--- config.mk ---
export PLATFORM = sky130hd
export DESIGN_NAME = rvex_ctrl
export DESIGN_NICKNAME = d
export VERILOG_FILES = /design/src/sv/rvex_pkg.sv /design/src/sv/rvex_ctrl.sv
export SDC_FILE = /design/constraint.sdc
export NUM_CORES = 1
export LEC_CHECK = 0
export BUFFER_PORTS_ARGS = -buffer_cell sky130_fd_sc_hd__buf_2
export CAP_MARGIN = 25
export CELL_PAD_IN_SITES_DETAIL_PLACEMENT = 0
export CELL_PAD_IN_SITES_GLOBAL_PLACEMENT = 1
export CORE_MARGIN = 2
export CORE_UTILIZATION = 25
export CTS_CLUSTER_DIAMETER = 200
export DETAILED_ROUTE_END_ITERATION = 16
export PLACE_DENSITY_LB_ADDON = 0.1
export SLEW_MARGIN = 25
export SYNTH_ARGS = -nofsm -noshare
export SYNTH_HDL_FRONTEND = slang
export SYNTH_SLANG_ARGS = --single-unit
--- constraint.sdc ---
create_clock -name clk_i -period 1.15 [get_ports clk_i]
set_input_delay 0.23 -clock clk_i [delete_from_list [all_inputs] [get_ports clk_i]]
set_output_delay 0.23 -clock clk_i [all_outputs]
set_load 0.05 [all_outputs]
--- src/sv/rvex_pkg.sv ---
// Package for the RV32IM execute block: constants, opcodes, and the
// controller/datapath command, status and result types. No dependencies.
package rvex_pkg;

  localparam int unsigned DMEM_BYTES = 65536;  // must be a power of two
  localparam int unsigned DMEM_AW    = $clog2(DMEM_BYTES);
  localparam int unsigned NREGS      = 32;
  localparam int unsigned RF_AW      = $clog2(NREGS);

  localparam logic [31:0] RESET_PC      = 32'h8000_0000;
  localparam logic [31:0] MSTATUS_RESET = 32'd6144;
  localparam logic [31:0] CAUSE_ECALL   = 32'd11;

  localparam logic [11:0] CSR_MEPC    = 12'h341;
  localparam logic [11:0] CSR_MCAUSE  = 12'h342;
  localparam logic [11:0] CSR_MSTATUS = 12'h300;
  localparam logic [11:0] CSR_MTVEC   = 12'h305;

  localparam logic [6:0] OPC_LUI    = 7'h37;
  localparam logic [6:0] OPC_AUIPC  = 7'h17;
  localparam logic [6:0] OPC_JAL    = 7'h6F;
  localparam logic [6:0] OPC_JALR   = 7'h67;
  localparam logic [6:0] OPC_LOAD   = 7'h03;
  localparam logic [6:0] OPC_STORE  = 7'h23;
  localparam logic [6:0] OPC_BRANCH = 7'h63;
  localparam logic [6:0] OPC_OPIMM  = 7'h13;
  localparam logic [6:0] OPC_OP     = 7'h33;
  localparam logic [6:0] OPC_SYSTEM = 7'h73;

  localparam logic [6:0] F7_BASE = 7'h00;
  localparam logic [6:0] F7_ALT  = 7'h20;
  localparam logic [6:0] F7_MULDIV = 7'h01;

  localparam logic [31:0] INSTR_MRET   = 32'h3020_0073;
  localparam logic [31:0] INSTR_ECALL  = 32'h0000_0073;
  localparam logic [31:0] INSTR_EBREAK = 32'h0010_0073;

  localparam logic [RF_AW-1:0] REG_A0 = RF_AW'(10);

  localparam logic [1:0] ST_OK      = 2'd0;
  localparam logic [1:0] ST_EBREAK  = 2'd1;
  localparam logic [1:0] ST_INVALID = 2'd2;
  localparam logic [1:0] ST_BADCSR  = 2'd3;

  typedef enum logic [1:0] {
    CLS_PLAIN,
    CLS_MEM,
    CLS_MUL,
    CLS_DIV
  } rvex_cls_e;

  typedef struct packed {
    logic accept;
    logic load_ops;
    logic exec;
    logic mem_step;
    logic mul_fin;
    logic div_fin;
    logic commit;
  } rvex_cmd_t;

  typedef struct packed {
    rvex_cls_e cls;
    logic      mem_last;
    logic      div_done;
  } rvex_sts_t;

  typedef struct packed {
    logic [31:0]      executed_pc;
    logic [31:0]      next_pc;
    logic             register_written;
    logic [RF_AW-1:0] dest_register;
    logic [31:0]      dest_value;
    logic [1:0]       status;
    logic [31:0]      halt_code;
  } rvex_res_t;

endpackage

--- src/sv/rvex_ctrl.sv ---
// Sequencing state machine of the RV32IM execute block.
// Depends on rvex_pkg for the command and status types.
module rvex_ctrl
  import rvex_pkg::*;
(
  input  logic      clk_i,
  input  logic      rst_ni,
  input  logic      in_valid_i,
  output logic      in_ready_o,
  output logic      out_valid_o,
  input  logic      out_ready_i,
  input  rvex_sts_t sts_i,
  output rvex_cmd_t cmd_o
);

  localparam logic [2:0] S_IDLE = 3'd0;
  localparam logic [2:0] S_READ = 3'd1;
  localparam logic [2:0] S_EXEC = 3'd2;
  localparam logic [2:0] S_MEM  = 3'd3;
  localparam logic [2:0] S_MUL  = 3'd4;
  localparam logic [2:0] S_DIV  = 3'd5;
  localparam logic [2:0] S_DONE = 3'd6;

  logic [2:0] state_q, state_d;
  logic       outv_q, outv_d;
  logic       slot_free;

  assign slot_free = !outv_q || out_ready_i;

  always_comb begin
    cmd_o          = '0;
    cmd_o.accept   = (state_q == S_IDLE) && in_valid_i;
    cmd_o.load_ops = (state_q == S_READ);
    cmd_o.exec     = (state_q == S_EXEC);
    cmd_o.mem_step = (state_q == S_MEM);
    cmd_o.mul_fin  = (state_q == S_MUL);
    cmd_o.div_fin  = (state_q == S_DIV) && sts_i.div_done;
    cmd_o.commit   = (state_q == S_DONE) && slot_free;
  end

  always_comb begin
    state_d = state_q;
    case (state_q)
      S_IDLE: if (in_valid_i) state_d = S_READ;
      S_READ: state_d = S_EXEC;
      S_EXEC: begin
        case (sts_i.cls)
          CLS_MEM: state_d = S_MEM;
          CLS_MUL: state_d = S_MUL;
          CLS_DIV: state_d = S_DIV;
          default: state_d = S_DONE;
        endcase
      end
      S_MEM:  if (sts_i.mem_last) state_d = S_DONE;
      S_MUL:  state_d = S_DONE;
      S_DIV:  if (sts_i.div_done) state_d = S_DONE;
      S_DONE: if (slot_free) state_d = S_IDLE;
      default: state_d = S_IDLE;
    endcase
  end

  always_comb begin
    outv_d = outv_q;
    if (cmd_o.commit) begin
      outv_d = 1'b1;
    end else if (out_ready_i) begin
      outv_d = 1'b0;
    end
  end

  always_ff @(posedge clk_i or negedge rst_ni) begin
    if (!rst_ni) begin
      state_q <= S_IDLE;
      outv_q  <= 1'b0;
    end else begin
      state_q <= state_d;
      outv_q  <= outv_d;
    end
  end

  assign in_ready_o  = (state_q == S_IDLE);
  assign out_valid_o = outv_q;

endmodule

==> flow_metrics.tcl <==
set metrics [dict create \
    period_share 1.279 \
    grt_overflow 0 \
    crit_slowest_cell "dfrtp_1" \
    required_ps 920 \
    instances_no_fill 79 \
    grt_pass1_wl_mm 1.455 \
    antenna_found_initial 0 \
    cts-root-buf "clkbuf_4" \
    syn_area_per_cell_sq_um 8.826 \
    hp-class "primary input to flop" \
    arrival_ps 1240 \
    worst_hold_path.num_cells 3 \
    io_pins 17 \
    r2r_start "state_q[2]" \
    power_leakage_nw 0.3086 \
    crit_type "flop to primary output" \
    start_util 0.2607 \
    drtAntennaViolNets 0 \
    layout.nets 73 \
    via_count 356 \
    multi_input_area_sq_um 240.2 \
    n_antenna_cell 0 \
    final.min_clock_period_ps 1471 \
    viasPerCell 4.506 \
    synthCells 37 \
    grt_usage 0.1483 \
    crit_family "flip-flops" \
    ys_types 26 \
    cts_buffers 3 \
    clk_pin_slew_worst_paths_ps 40 \
    reg2reg_setup_slack_ps -20 \
    drive_gt1_frac 0.6875 \
    dp_slack_ps -183.4 \
    dp_hpwl_um 697.9 \
    grt_max_degree 11 \
    fin_ws_ps -321.4 \
    hp-start "sts_i[1]" \
    yosysWarnings 0 \
    die_area_sq_um 1611 \
    syn_area_sq_um 326.6 \
    tns_ps -2273 \
    powerDensity_nw_per_um2 3290 \
    violations "negative setup slack" \
    crit_buf_inv 2 \
    cp-end-kind "primary output" \
    finClkSkew_ps 7.677 \
    ir_worst_vdd_mv 1.521 \
    htree_levels 1 \
    slew_viol_final 0 \
    clkSinkCount 4 \
    cp_max_fo 10 \
    holdPathEnd "state_q[2]" \
    gp_congestion 0.6479 \
    reg2reg_to "state_q[0]" \
    areaGrowthSynthToFinish_pct 95.79 \
    place_inst 73 \
    final_core_util 0.5105 \
    maxCapViolations 0 \
    drtPass1Iterations 2 \
    fillers 120 \
    regArea_sq_um 102.6 \
    crit_chain "buf_12, nor3_4, and2_4, buf_8" \
    worst_pin_slew_ps 237.9 \
    cts_buffer_depth 2 \
    design.core.area_sq_um 1252 \
    row_count 13 \
    routedWlPerCell_um 11.71 \
    mappedNetlistNets 45 \
    r2r_cells 5 \
    drt-total-wl_um 925 \
    max_stage_delay_ps 390 \
    whs_ps 275.1 \
    fmax_mhz 679.6 \
    clock_latency_ps 240 \
    grt_setup_unrepaired "yes" \
    drc_errors 0 \
    cts_tree "done" \
    startpoint_type "flop" \
    die_x_um 40.14 \
    port_buffers 16 \
    max-slew-margin-rel 0.8411 \
    yosysSeqAreaShare 0.3065 \
    die_h_um 40.14 \
    synth_seq_cells 4 \
    status "complete, but fails checks" \
    setup_viol 10 \
    drt_iter0_drc 3 \
    finalHoldViolations 0 \
    grt_pass1_vias 358 \
]
[repair_timing]
action | 4_1_cts | 5_1_grt
resized for setup | 21 | 4
buffers inserted | 1 | 0
pin swaps | 1 | 0
hold buffers | 1 | 0
endpoints found under the hold margin | 4 | 0
endpoints found under the setup margin | 10 | 11
[final cells by class]
| cell class | instances | share of cell area |
|---|---|---|
| Multi-Input combinational cell | 28 | 0.3757 |
| Clock buffer | 4 | 0.04110 |
| Timing Repair Buffer | 27 | 0.3875 |
| Inverter | 1 | 0.005871 |
| Sequential cell | 4 | 0.1605 |
| Tap cell | 15 | 0.02935 |
[power breakdown]
part	leakage (nW)	switching [mW]	internal (mW)
clock network	0.0150	0.0649	0.131
logic	0.246	0.853	0.759
registers	0.0475	0.0843	0.211
total	0.309	1.00	1.10
[synthesized netlist by cell type (all sizes together)]
cell type	instances	area (sq um)
nand2	1	3.750
mux2i	1	10.01
nor2b	3	28.78
a21o	1	7.510
dfrtp	4	100.1
buf	4	35.03
nand3b	1	7.510
inv	1	3.750
a211o	1	8.760
a21oi	1	5.000
nand2b	4	32.53
and2	2	12.51
a22oi	1	7.510
nor3	2	10.01
a31oi	1	6.260
nor3b	1	7.510
nor2	4	15.01
o21ai	2	10.00
and3	1	6.260
o2bb2ai	1	8.760
[per-layer routing]
metal  track usage  up-vias  wire length (um)
met2        0.2177       12               482
met5             0        -                 0
met3       0.05000        0                48
met4        0.1293        0                 0
li1              -      178                 -
met1        0.1689      166               394
[worst max-delay path by stage]
stage | startpoint | endpoint | slack [ps] | cells after the start
floorplan | state_q[2] | cmd_o[6] | -380 | 3
global placement | state_q[1] | cmd_o[6] | -160 | 4
detailed placement | state_q[0] | cmd_o[6] | -180 | 3
CTS | state_q[2] | cmd_o[6] | -330 | 4
global route | state_q[2] | cmd_o[6] | -380 | 4
finish | state_q[2] | cmd_o[6] | -320 | 4
[flip-flops by register name, summed over array words and instances (netlist names)]
signal and flops:
state_q 3, out_valid_o 1
[cells in the final DEF, fill, tap and decap left out, types with 2 or more instances in the layout]
cell type  instances
and2_4             2
buf_2              9
buf_4              5
buf_6              8
buf_8              3
clkbuf_4           3
dfrtp_1            2
dfrtp_2            2
nand2b_1           3
nor2_2             2
nor2_4             2
[worst register-to-register path, cell delays in order, from the launching register on]
cell and delay (ps):
dfrtp_1 390, buf_12 150, nor2b_4 130, buf_6 110, o2bb2ai_2 110, a21o_1 170
[per-stage QoR]
step	cell area (sq um)	power, mW
4_1_cts	625.6	2.076
2_1_floorplan	379.1	1.324
3_3_place_gp	513.0	1.645
5_1_grt	639.4	2.237
6_report	639.4	2.104
3_5_place_dp	513.0	1.660
[kinds of logic (layout without fill, tap and decap cells)]
logic type             after synthesis  in the layout  share of synthesized area
AND/OR/NAND/NOR                     19             19                     0.3793
buffers and inverters                5             32                     0.1188
AO/OA/AOI/OAI                        8              8                     0.1647
multiplexers                         1              1                    0.03065
flip-flops                           4              4                     0.3065
(Power assumes the default switching activity.)
